## config.mk

```make
export PLATFORM = sky130hd
export DESIGN_NAME = task_switch_scheduler
export DESIGN_NICKNAME = d
export VERILOG_FILES = /design/src/rtl/tss_pkg.sv /design/src/rtl/tss_ram.sv /design/src/rtl/tss_front.sv /design/src/rtl/tss_back.sv /design/src/rtl/task_switch_scheduler.sv
export SDC_FILE = /design/constraint.sdc
export NUM_CORES = 2
export LEC_CHECK = 0
export BUFFER_PORTS_ARGS = -buffer_cell sky130_fd_sc_hd__buf_2
export CORE_ASPECT_RATIO = 1.2
export CORE_MARGIN = 2
export CORE_UTILIZATION = 56
export CTS_BUF_LIST = sky130_fd_sc_hd__clkbuf_4 sky130_fd_sc_hd__clkbuf_8 sky130_fd_sc_hd__clkbuf_16
export CTS_CLUSTER_SIZE = 40
export DETAILED_ROUTE_END_ITERATION = 10
export PLACE_DENSITY = 0.77
export SYNTH_ARGS = -nofsm -noshare
export SYNTH_HDL_FRONTEND = slang
export SYNTH_SLANG_ARGS = --single-unit
```

## constraint.sdc

```tcl
create_clock -name clk -period 9.65 [get_ports clk]
set_input_delay 0.965 -clock clk [delete_from_list [all_inputs] [get_ports clk]]
set_output_delay 0.965 -clock clk [all_outputs]
set_load 0.005 [all_outputs]
```

## src/rtl/tss_pkg.sv

```systemverilog
`timescale 1ns / 1ps
`default_nettype none

package tss_pkg;

  // Width of the packed input data word: target, slot, flags, current slot,
  // padded to whole bytes.
  localparam int IN_DATA_W = 104;
  localparam int ADDR_W    = 64;
  localparam int SLOT_W    = 3;
  localparam int FLAGS_W   = 32;

  // Low flag bits that mark a slot as active.
  localparam logic [3:0] ACTIVE_MASK = 4'hF;

  typedef enum logic {
    KIND_ENQ = 1'b0,
    KIND_SVC = 1'b1
  } kind_t;

  typedef enum logic [2:0] {
    STAT_EMPTY    = 3'd0,
    STAT_JUMP     = 3'd1,
    STAT_UPDATED  = 3'd2,
    STAT_PICKED   = 3'd3,
    STAT_NONE     = 3'd4,
    STAT_ENQUEUED = 3'd5,
    STAT_DROPPED  = 3'd6
  } status_t;

  // A classified input item as it travels from the front end to the back end.
  // Slot numbers are already reduced to the slot table size.
  typedef struct packed {
    kind_t               kind;
    logic [ADDR_W-1:0]   target;
    logic [SLOT_W-1:0]   slot;
    logic                active;
    logic [SLOT_W-1:0]   cur;
  } item_t;

  // One entry of the command ring. Only the active bit of the flags matters.
  typedef struct packed {
    logic                active;
    logic [SLOT_W-1:0]   slot;
    logic [ADDR_W-1:0]   target;
  } qent_t;

endpackage

`default_nettype wire

```

## src/rtl/tss_ram.sv

```systemverilog
`timescale 1ns / 1ps
`default_nettype none

module tss_ram #(
  parameter int WIDTH = 64,
  parameter int DEPTH = 16
) (
  input  wire logic                     clk,
  input  wire logic                     wr_en,
  input  wire logic [$clog2(DEPTH)-1:0] wr_addr,
  input  wire logic [WIDTH-1:0]         wr_data,
  input  wire logic                     rd_en,
  input  wire logic [$clog2(DEPTH)-1:0] rd_addr,
  output logic      [WIDTH-1:0]         rd_data
);

  logic [WIDTH-1:0] mem [DEPTH];

  always_ff @(posedge clk) begin
    if (wr_en) begin
      mem[wr_addr] <= wr_data;
    end
    if (rd_en) begin
      rd_data <= mem[rd_addr];
    end
  end

endmodule

`default_nettype wire

```

## src/rtl/tss_front.sv

```systemverilog
`timescale 1ns / 1ps
`default_nettype none

module tss_front #(
  parameter int NUM_SLOTS = 8
) (
  input  wire logic                          clk,
  input  wire logic                          rst,
  input  wire logic                          s_tvalid,
  output logic                               s_tready,
  input  wire logic [tss_pkg::IN_DATA_W-1:0] s_tdata,
  input  wire logic                          s_tuser,
  output logic                               item_valid,
  output tss_pkg::item_t                     item,
  input  wire logic                          item_pop
);

  // Reduces a three-bit slot number modulo the table size.
  function automatic logic [tss_pkg::SLOT_W-1:0] slot_mod(
    input logic [tss_pkg::SLOT_W-1:0] v
  );
    int r;
    r = int'(v);
    for (int k = 0; k < 8; k++) begin
      if (r >= NUM_SLOTS) begin
        r = r - NUM_SLOTS;
      end
    end
    return tss_pkg::SLOT_W'(r);
  endfunction

  tss_pkg::item_t in_item;
  tss_pkg::item_t entries [2];
  logic           wr_ptr;
  logic           rd_ptr;
  logic [1:0]     count;
  logic           push;

  always_comb begin
    in_item.kind   = tss_pkg::kind_t'(s_tuser);
    in_item.target = s_tdata[63:0];
    in_item.slot   = slot_mod(s_tdata[66:64]);
    in_item.active = |(s_tdata[70:67] & tss_pkg::ACTIVE_MASK);
    in_item.cur    = slot_mod(s_tdata[101:99]);
  end

  assign s_tready   = (count != 2'd2);
  assign push       = s_tvalid && s_tready;
  assign item_valid = (count != 2'd0);
  assign item       = entries[rd_ptr];

  always_ff @(posedge clk) begin
    if (push) begin
      entries[wr_ptr] <= in_item;
    end
    if (rst) begin
      wr_ptr <= 1'b0;
      rd_ptr <= 1'b0;
      count  <= 2'd0;
    end else begin
      if (push) begin
        wr_ptr <= ~wr_ptr;
      end
      if (item_pop) begin
        rd_ptr <= ~rd_ptr;
      end
      case ({push, item_pop})
        2'b10:   count <= count + 2'd1;
        2'b01:   count <= count - 2'd1;
        default: count <= count;
      endcase
    end
  end

endmodule

`default_nettype wire

```

## src/rtl/tss_back.sv

```systemverilog
`timescale 1ns / 1ps
`default_nettype none

module tss_back #(
  parameter int NUM_SLOTS   = 8,
  parameter int QUEUE_DEPTH = 16
) (
  input  wire logic                       clk,
  input  wire logic                       rst,
  input  wire logic                       item_valid,
  input  wire tss_pkg::item_t             item,
  output logic                            item_pop,
  output logic                            m_tvalid,
  input  wire logic                       m_tready,
  output logic [tss_pkg::ADDR_W-1:0]      jump_addr,
  output tss_pkg::status_t                status
);

  localparam int SW = $clog2(NUM_SLOTS);
  localparam int QW = $clog2(QUEUE_DEPTH);
  localparam int QE = $bits(tss_pkg::qent_t);

  typedef enum logic [1:0] {
    S_IDLE,
    S_POP,
    S_SCAN,
    S_PICK
  } state_t;

  state_t                     state;
  logic [QW-1:0]              wr_idx;
  logic [QW-1:0]              rd_idx;
  logic [QW-1:0]              wr_next;
  logic [QW-1:0]              rd_next;
  logic                       full;
  logic                       empty;
  logic [NUM_SLOTS-1:0]       active;
  logic [SW-1:0]              cur;
  logic [SW-1:0]              cur_next;
  logic [SW-1:0]              scan_idx;
  logic [SW-1:0]              scan_next;
  logic [SW-1:0]              scan_cnt;

  tss_pkg::qent_t             wr_ent;
  logic [QE-1:0]              q_rd_data;
  tss_pkg::qent_t             pop_ent;
  logic [SW-1:0]              pop_slot;
  logic                       q_wr_en;
  logic                       q_rd_en;
  logic                       s_wr_en;
  logic                       s_rd_en;
  logic [tss_pkg::ADDR_W-1:0] s_rd_data;

  assign wr_next   = (wr_idx == QW'(QUEUE_DEPTH - 1)) ? '0 : wr_idx + 1'b1;
  assign rd_next   = (rd_idx == QW'(QUEUE_DEPTH - 1)) ? '0 : rd_idx + 1'b1;
  assign cur_next  = (cur == SW'(NUM_SLOTS - 1)) ? '0 : cur + 1'b1;
  assign scan_next = (scan_idx == SW'(NUM_SLOTS - 1)) ? '0 : scan_idx + 1'b1;
  assign full      = (wr_next == rd_idx);
  assign empty     = (wr_idx == rd_idx);

  assign item_pop = (state == S_IDLE) && item_valid && !m_tvalid;
  assign q_wr_en  = item_pop && (item.kind == tss_pkg::KIND_ENQ) && !full;
  assign q_rd_en  = item_pop && (item.kind == tss_pkg::KIND_SVC) && !empty;

  always_comb begin
    wr_ent.active = item.active;
    wr_ent.slot   = item.slot;
    wr_ent.target = item.target;
  end

  assign pop_ent  = q_rd_data;
  assign pop_slot = SW'(pop_ent.slot);
  assign s_wr_en  = (state == S_POP) && (pop_ent.target != '0);
  assign s_rd_en  = (state == S_SCAN) && active[scan_idx];

  tss_ram #(
    .WIDTH (QE),
    .DEPTH (QUEUE_DEPTH)
  ) u_queue (
    .clk     (clk),
    .wr_en   (q_wr_en),
    .wr_addr (wr_idx),
    .wr_data (wr_ent),
    .rd_en   (q_rd_en),
    .rd_addr (rd_idx),
    .rd_data (q_rd_data)
  );

  tss_ram #(
    .WIDTH (tss_pkg::ADDR_W),
    .DEPTH (NUM_SLOTS)
  ) u_slots (
    .clk     (clk),
    .wr_en   (s_wr_en),
    .wr_addr (pop_slot),
    .wr_data (pop_ent.target),
    .rd_en   (s_rd_en),
    .rd_addr (scan_idx),
    .rd_data (s_rd_data)
  );

  always_ff @(posedge clk) begin
    if (rst) begin
      state    <= S_IDLE;
      wr_idx   <= '0;
      rd_idx   <= '0;
      active   <= '0;
      m_tvalid <= 1'b0;
    end else begin
      if (m_tvalid && m_tready) begin
        m_tvalid <= 1'b0;
      end
      case (state)
        S_IDLE: begin
          if (item_pop) begin
            if (item.kind == tss_pkg::KIND_ENQ) begin
              m_tvalid  <= 1'b1;
              jump_addr <= '0;
              if (full) begin
                status <= tss_pkg::STAT_DROPPED;
              end else begin
                status <= tss_pkg::STAT_ENQUEUED;
                wr_idx <= wr_next;
              end
            end else if (empty) begin
              m_tvalid  <= 1'b1;
              jump_addr <= '0;
              status    <= tss_pkg::STAT_EMPTY;
            end else begin
              rd_idx <= rd_next;
              cur    <= SW'(item.cur);
              state  <= S_POP;
            end
          end
        end
        S_POP: begin
          if (pop_ent.target != '0) begin
            active[pop_slot] <= pop_ent.active;
            m_tvalid         <= 1'b1;
            if (pop_ent.active) begin
              jump_addr <= pop_ent.target;
              status    <= tss_pkg::STAT_JUMP;
            end else begin
              jump_addr <= '0;
              status    <= tss_pkg::STAT_UPDATED;
            end
            state <= S_IDLE;
          end else begin
            scan_idx <= cur_next;
            scan_cnt <= '0;
            state    <= S_SCAN;
          end
        end
        S_SCAN: begin
          if (active[scan_idx]) begin
            state <= S_PICK;
          end else if (scan_cnt == SW'(NUM_SLOTS - 2)) begin
            m_tvalid  <= 1'b1;
            jump_addr <= '0;
            status    <= tss_pkg::STAT_NONE;
            state     <= S_IDLE;
          end else begin
            scan_idx <= scan_next;
            scan_cnt <= scan_cnt + 1'b1;
          end
        end
        S_PICK: begin
          m_tvalid  <= 1'b1;
          jump_addr <= s_rd_data;
          status    <= tss_pkg::STAT_PICKED;
          state     <= S_IDLE;
        end
        default: begin
          state <= S_IDLE;
        end
      endcase
    end
  end

endmodule

`default_nettype wire

```

## src/rtl/task_switch_scheduler.sv

```systemverilog
`timescale 1ns / 1ps
`default_nettype none

// Round-robin task switch scheduler with a command ring.
// Input beats arrive on the s_ channel. s_tuser selects the action: 0 queues
// a switch command (target, slot, flags), 1 services the oldest queued
// command. Every input beat yields exactly one result beat on the m_ channel:
// m_tdata carries the jump address (zero when there is no switch) and m_tuser
// carries the status code.
// A two-entry queue between the input classifier and the command engine lets
// the input side keep taking beats while a result waits on a stalled m_ side;
// when that queue fills, s_tready drops until the engine moves on.
// An enqueue or a service on an empty ring is answered directly when the engine
// takes the item; any other service first reads its command from the ring and
// answers if it carries a target. Otherwise the engine walks the active bits
// one slot per cycle from the slot after the current one, and a slot that it
// finds is then read from the slot table. The engine takes a new item only
// once it is idle and the previous result has left the m_ side.
// Reset clears the ring pointers, every slot's active bit and the output
// valid. Ring entries and slot targets are not cleared, since they are only
// read after they were written.

module task_switch_scheduler #(
  parameter int NUM_SLOTS   = 8,
  parameter int QUEUE_DEPTH = 16
) (
  input  wire logic                          clk,
  input  wire logic                          rst,
  input  wire logic                          s_tvalid,
  output logic                               s_tready,
  // s_tdata, from bit 0: target_addr[63:0], slot_index[66:64],
  // flag_word[98:67], current_slot[101:99], zero padding[103:102].
  input  wire logic [tss_pkg::IN_DATA_W-1:0] s_tdata,
  // s_tuser: action (0 enqueue, 1 service).
  input  wire logic                          s_tuser,
  output logic                               m_tvalid,
  input  wire logic                          m_tready,
  // m_tdata: jump_addr[63:0].
  output logic [tss_pkg::ADDR_W-1:0]         m_tdata,
  // m_tuser: status[2:0].
  output logic [2:0]                         m_tuser
);

  logic             item_valid;
  logic             item_pop;
  tss_pkg::item_t   item;
  tss_pkg::status_t status;

  // Front end: decodes the beat, folds slot numbers into the table size,
  // reduces the flags to one active bit and buffers the classified item.
  tss_front #(
    .NUM_SLOTS (NUM_SLOTS)
  ) u_front (
    .clk        (clk),
    .rst        (rst),
    .s_tvalid   (s_tvalid),
    .s_tready   (s_tready),
    .s_tdata    (s_tdata),
    .s_tuser    (s_tuser),
    .item_valid (item_valid),
    .item       (item),
    .item_pop   (item_pop)
  );

  // Back end: owns the command ring, the slot table and the output register.
  tss_back #(
    .NUM_SLOTS   (NUM_SLOTS),
    .QUEUE_DEPTH (QUEUE_DEPTH)
  ) u_back (
    .clk        (clk),
    .rst        (rst),
    .item_valid (item_valid),
    .item       (item),
    .item_pop   (item_pop),
    .m_tvalid   (m_tvalid),
    .m_tready   (m_tready),
    .jump_addr  (m_tdata),
    .status     (status)
  );

  assign m_tuser = status;

  // The engine only takes an item that the front end actually holds.
  assert property (@(posedge clk) disable iff (rst) item_pop |-> item_valid)
    else $error("engine popped an empty item queue");

  // The engine only starts an item once the previous result has left.
  assert property (@(posedge clk) disable iff (rst) item_pop |-> !m_tvalid)
    else $error("engine started while a result was pending");

  // Only a commanded jump or a round-robin pick carries an address.
  assert property (@(posedge clk) disable iff (rst)
    m_tvalid && (m_tuser != tss_pkg::STAT_JUMP) && (m_tuser != tss_pkg::STAT_PICKED)
      |-> (m_tdata == '0))
    else $error("nonzero jump address without a switch");

endmodule

`default_nettype wire

```

== Word level (Yosys, flattened, before mapping) ==
Memories as Yosys holds them, arrays and structs flattened. A register that Yosys moved wholly into a read port is not among the register bits.
Cells that the tools add are included.
Cells by class
  add/sub/neg operators: 7
  $mul: 0
  divide/modulo/power cells: 0
  $lt $le $gt $ge: 3
  equal/unequal tests: 23
  shift-type cells: 0
  mux-type cells: 58
  bitwise operators: 6
  reduce and logical (&&, ||, !) cells: 27
Operators by type and width (count)
  2-to-1 mux 64 bit: 7
  case mux 64 bit (4 select lines): 1
  nonzero test 64 bit: 1
  2-to-1 mux 3 bit: 14
  2-to-1 mux 1 bit: 17
  2-to-1 mux 2 bit: 8
  != test 2 bit (second input constant): 7
  case mux 3 bit (2 select lines): 2
  case mux 3 bit (4 select lines): 1
  AND reduction 4 bit: 3
  logical AND 1 bit: 11
  AND reduction 5 bit: 2
  adder 3 x 1 -> 3 bit (second input constant): 3
  equality test 3 bit (second input constant): 3
  adder 4 x 1 -> 4 bit (second input constant): 2
  bitwise mux 8 bit: 1
  equality test 4 bit: 2
  equality test 4 bit (second input constant): 2
  < comparator 3 x 4 -> 1 bit (second input constant): 2
  2-to-1 mux 4 bit: 2
  case mux 2 bit (4 select lines): 1
  equality test 2 bit (second input constant): 3
  != test 3 bit (second input constant): 2
  inverter 1 bit: 6
  other kinds (15): 21
Storage, ports and cells
  bits in registers: 99
  bits in latches: 0
  RAM bits: 1744
  memory bits (read-only): 0
  output and inout port bits: 69
  memories kept: 3
Memory list
  u_back.u_queue.mem: words 16, bits a word 68, rd ports 1, clocked after memory_dff 1, wr ports 1, RTL line tss_ram.sv:17  | logic [WIDTH-1:0] mem [DEPTH];
  u_back.u_slots.mem: words 8, bits a word 64, rd ports 1, clocked after memory_dff 1, wr ports 1, RTL line tss_ram.sv:17
  u_front.entries: words 2, bits a word 72, rd ports 1, clocked after memory_dff 1, wr ports 1, RTL line tss_front.sv:33  | tss_pkg::item_t entries [2];

== Logic depth before layout (Yosys ltp) ==
  word-level depth: 7
  depth in mapped cells: 9

== Modules after synthesis ==
A second synthesis with hierarchy kept.
Second synthesis, totals
  cells, all modules: 3165
  area, all modules: 73799.5 um^2
By module, submodules not included
  tss_ram (u_back.u_queue): instances 1, cells an instance 1750, area each 42660.9 um^2
  tss_ram (u_back.u_slots): instances 1, cells an instance 816, area each 21187.8 um^2
  tss_front: instances 1, cells an instance 248, area each 5397.7 um^2
  tss_back: instances 1, cells an instance 351, area each 4553.1 um^2

== Worst setup path before layout ==
OpenSTA, ideal clock, no wires.
  kind: register -> register
  from: reg u_back.state[1]
  to: reg u_back.active[1]
  library setup time: 0.128 ns
  arrival: 6.136 ns
  data required time: 9.522 ns
  setup slack: 3.387 ns
  cell stages (with the launch flop): 7
  clock period less this slack: 6.263 ns
  path through: dfxtp_1 -> clkinv_1 -> nand2_1 -> or3_1 -> nor3b_1 -> mux2i_1 -> nor2_1
Between the ends
  longest elaborated chain between the ends: 2
Ends and longest elaborated chain
  start: declaration: RTL line tss_back.sv:30  | state_t state;
  start signal: assignment: RTL line tss_back.sv:104  | state <= S_IDLE;
  start signal: assignment: RTL line tss_back.sv:132  | state <= S_POP;
  start signal: assignment: RTL line tss_back.sv:147  | state <= S_IDLE;
  equality test 2 x 1 -> 1 bit: RTL line tss_back.sv:113  | case (state)
  AND reduction 2 bit (no line)
  end signal: indexed assignment: RTL line tss_back.sv:138  | active[pop_slot] <= pop_ent.active;
  end: declaration: RTL line tss_back.sv:37  | logic [NUM_SLOTS-1:0] active;
No other way between the ends.
A chain may end at the register's enable or synchronous reset.

== Worst setup path in the final report ==
  from: reg u_back.u_queue.rd_data[46], read port of u_back.u_queue.mem
  to: reg u_back.jump_addr[33] in the netlist's numbering, enable pin
Between the ends
  longest elaborated chain between the ends: 3
Ends and longest elaborated chain
  start: declaration: RTL line tss_ram.sv:14  | output logic [WIDTH-1:0] rd_data
  nonzero test 64 bit: RTL line tss_back.sv:137  | if (pop_ent.target != '0) begin
  != test 2 bit (no line)
  AND reduction 6 bit (no line)
  end signal: assignment: RTL line tss_back.sv:141  | jump_addr <= pop_ent.target;
  end signal: assignment: RTL line tss_back.sv:169  | jump_addr <= s_rd_data;
  end: declaration: RTL line tss_back.sv:15  | output logic [tss_pkg::ADDR_W-1:0] jump_addr,
No other way between the ends.

==> impl_metrics.csv <==
group,metric,value,unit
cts,clkLatencyLatePin,0.80,ns
logic_synthesis,synth_cell_types,47,
place,place_area,0.0765,mm^2
cells_and_area,diodes,0,
cts,postCtsHoldBufs,0,
cts,cts_buffers,176,
timing,whs,0.354,ns
timing,max_slew_margin,18.1,%
logic_synthesis,synth-edff-count,1952,
routing,routedWlPerCell,31.9,um
setup_path,ff2ff_setup_slack,5.46,ns
cells_and_area,final_area,0.0821,mm^2
logic_synthesis,synth_seq_cells,1976,
routing,via_count,33100,
logic_synthesis,synth_top_cell_by_area,"edfxtp_1",
place,place_congestion,0.808,
logic_synthesis,avgSynthCellArea,24.7,um^2
global_routing,grt_antenna_before_repair,6,
setup_path,timing.rr.end,"u_back.jump_addr[33]",
cells_and_area,multi_input_area,0.0141,mm^2
cts,cts_tree,"built",
routing,drt_first_pass_iters,5,
timing,setup_viol,0,
pwr,pwr-share-clk,35.4,%
logic_synthesis,async_flop_share,0,%
global_routing,grt_pass1_vias,34800,
cts,cts_setup_buffers,0,
pwr,p_int,14.8,mW
timing,fin_skew,0.0225,ns
setup_path,worstPathMaxFanout,57,
cells_and_area,stdcell_count,5049,
setup_path,cp-start-kind,"register",
setup_path,slowest_stage,"nor4_1",
outcome,status,"complete, no violations",
global_routing,grt_max_degree,157,
cells_and_area,drive_gt1_share,33.5,%
logic_synthesis,syn_area,0.0737,mm^2
setup_path,crit_type,"reg2reg",
timing,rsz0062_at_grt,"no",
logic_synthesis,synthTopCellsByArea,"edfxtp_1 (80%), mux4_2 (14%), mux2_2 (2.1%)",
routing,routed_wirelength,161000,um
cells_and_area,filler_cell_count,8071,
cts,clk_pin_slew,0.07,ns
cts,cts-resized-gates,0,
setup_path,arrival,4.64,ns
setup_path,reg2regPathDepth,7,
logic_synthesis,synth_most_common_cell,"edfxtp_1",
setup_path,r2r_start,"u_back.u_queue.rd_data[46]",
place,dp.cells,4727,
logic_synthesis,yosysSeqAreaShare,80.2,%
cts,cts_root_buffer,"clkbuf_16",
pwr,netSwitchingFraction,23.2,%
timing,finalCriticalPeriod,4.19,ns
cells_and_area,regArea,0.0591,mm^2
logic_synthesis,postSynthCellCount,2988,
setup_path,path_cells,"nor4_1, nand4_1, nor4_4, nor2_1, a21oi_1, a21oi_4, buf_4",
routing,routed_via_density,6.55,
timing,setup_tns,0,ns
logic_synthesis,synth_top_flop_cell,"edfxtp_1",
logic_synthesis,yosysTopAreaCellShare,79.5,%
place,dp_hpwl,80000,um
timing,drv_slew,0,
setup_path,crit_path_end,"u_back.jump_addr[33]",
run,max_cap_violations,0,
global_routing,grt_pass1_wl,237000,um
cells_and_area,areaGrowthSynthToFinish,11.3,%
global_routing,overflow,0,
timing,fmax,238,MHz
pwr,peakVddDrop,0.208,mV
setup_path,max_stage_delay,0.86,ns
die,std_cell_rows,145,
die,fp.dieH,401,um
die,start_util,56.5,%
cts,h-tree-depth,4,
setup_path,cp_top_family,"simple AND/OR/NAND/NOR gates",
setup_path,crit_required,10.09,ns
logic_synthesis,netlist_top_cells_count,"edfxtp_1 (1952), mux4_2 (470), mux2_2 (137)",
pwr,p_sw,4.48,mW
setup_path,crit_cells,7,
routing,drc,0,
pwr,p_leak,25.3,nW
global_routing,gr-usage-all-layers,24.5,%
place,portBuffers,147,
pwr,pwr-share-comb,9.8,%
die,core-area,0.130,mm^2
logic_synthesis,synth_nets,3109,
logic_synthesis,yosys_warnings,0,
setup_path,path_buf_inv,1,
cts,clock_sinks,1976,
routing,ant_nets,0,
timing,fin_crit_sh,43.5,%
hold_path,holdPathStages,1,
routing,drt-initial-drc-count,4017,
cells_and_area,layout.nets,3336,
timing,worst_slew_pin_slew,1.23,ns
setup_path,crit_start,"u_back.u_queue.rd_data[46]",
die,io_pins,178,
cts,cts_buffer_depth,3,
die,die_w,335,um
setup_path,end_kind,"register",
hold_path,min_path_type,"in2reg",
pwr,seq_power_share,54.8,%
timing,finalHoldViolCount,0,
pwr,p_per_area,235,mW/mm^2
die,dieArea,0.135,mm^2
==> how the worst min path moves through the flow <==
stage / startpoint / to / slack, ns
after CTS: s_tdata[43] / u_front.entries[0][50] / 0.30
after global placement: u_back.active[5] / u_back.active[5] / 0.47
final: s_tdata[64] / u_front.entries[1][4] / 0.35
after floorplan: u_back.active[5] / u_back.active[5] / 0.45
after detailed placement: u_back.active[3] / u_back.active[3] / 0.49
after global routing: s_tdata[64] / u_front.entries[1][4] / 0.32
==> layer usage <==
metal	vias up	part of all wire [%]	track usage [%]
li1	13300	-	-
met5	-	0.014	0
met3	305	7.8	4.10
met1	17600	37	32.4
met2	1881	52	41.3
met4	2	3.3	9.09
==> flip-flops by register name (all words and copies together) (netlist names), named ones only <==
name and count:
u_front.rd_ptr 1, u_back.wr_idx 4, u_back.u_slots.rd_data 64, u_back.m_tvalid 1
u_front.wr_ptr 1, u_back.jump_addr 64, u_back.rd_idx 4, u_back.u_queue.rd_data 68
u_back.u_slots.mem 512, u_front.count 2, u_back.scan_cnt 3, u_back.state 2
u_back.u_queue.mem 1088, u_back.cur 3, u_front.entries 144, u_back.scan_idx 3
u_back.status 3, u_back.active 8
==> cells in the final DEF (no fill, tap or decap), types with 14 or more instances in the layout <==
master,instances
a22o_1,64
clkbuf_4,36
nor4_1,17
buf_2,147
a21oi_1,14
nand2_1,16
clkinv_1,42
dfxtp_1,19
buf_4,43
mux4_2,470
nor2_1,27
mux2_2,137
clkinv_2,36
and3_4,17
clkbuf_16,180
edfxtp_1,1952
==> worst reg2reg max path: stages, from the launching register on <==
cell	delay, ns
edfxtp_1	0.55
nor4_1	0.87
nand4_1	0.50
nor4_4	0.86
nor2_1	0.12
a21oi_1	0.31
a21oi_4	0.19
buf_4	0.37
==> area by class of cell <==
| cell class | count | area share (%) |
|---|---|---|
| timing repair buffer | 193 | 1.36 |
| inverter | 11 | 0.0503 |
| tap | 1690 | 2.58 |
| sequential | 1976 | 72.0 |
| clock inverter | 106 | 1.01 |
| clock buffer | 216 | 5.82 |
| multi-input combinational | 857 | 17.2 |
==> logic make-up after synthesis <==
| group | share of synthesized area (%) |
|---|---|
| flip-flops | 80.2 |
| multiplexers | 16.6 |
| buffers and inverters | 0.930 |
| AND/OR/NAND/NOR | 0.866 |
| AO/OA/AOI/OAI | 1.10 |
| XOR/XNOR | 0.154 |
| adder cells (fa/ha/maj) | 0.204 |
==> per-stage QoR <==
step / total power [mW] / utilization (%) / setup slack [ns]
final: 19.3 / 62.9 / 5.46
after detailed placement: 12.6 / 58.6 / 5.49
after global placement: 12.4 / 58.6 / 5.63
after floorplan: 11.9 / - / 3.39
after global routing: 19.8 / 62.9 / 5.27
after CTS: 19.4 / 62.9 / 5.48
==> power groups by stage <==
stage	clock network (mW)	registers [mW]	logic, mW
6_report	6.82	10.6	1.89
3_3_place_gp	0	10.7	1.77
3_5_place_dp	0	10.7	1.86
5_1_grt	7.20	10.6	2.04
4_1_cts	6.91	10.6	1.91
2_1_floorplan	0	10.6	1.25
Power figures use the tool's default switching activity.
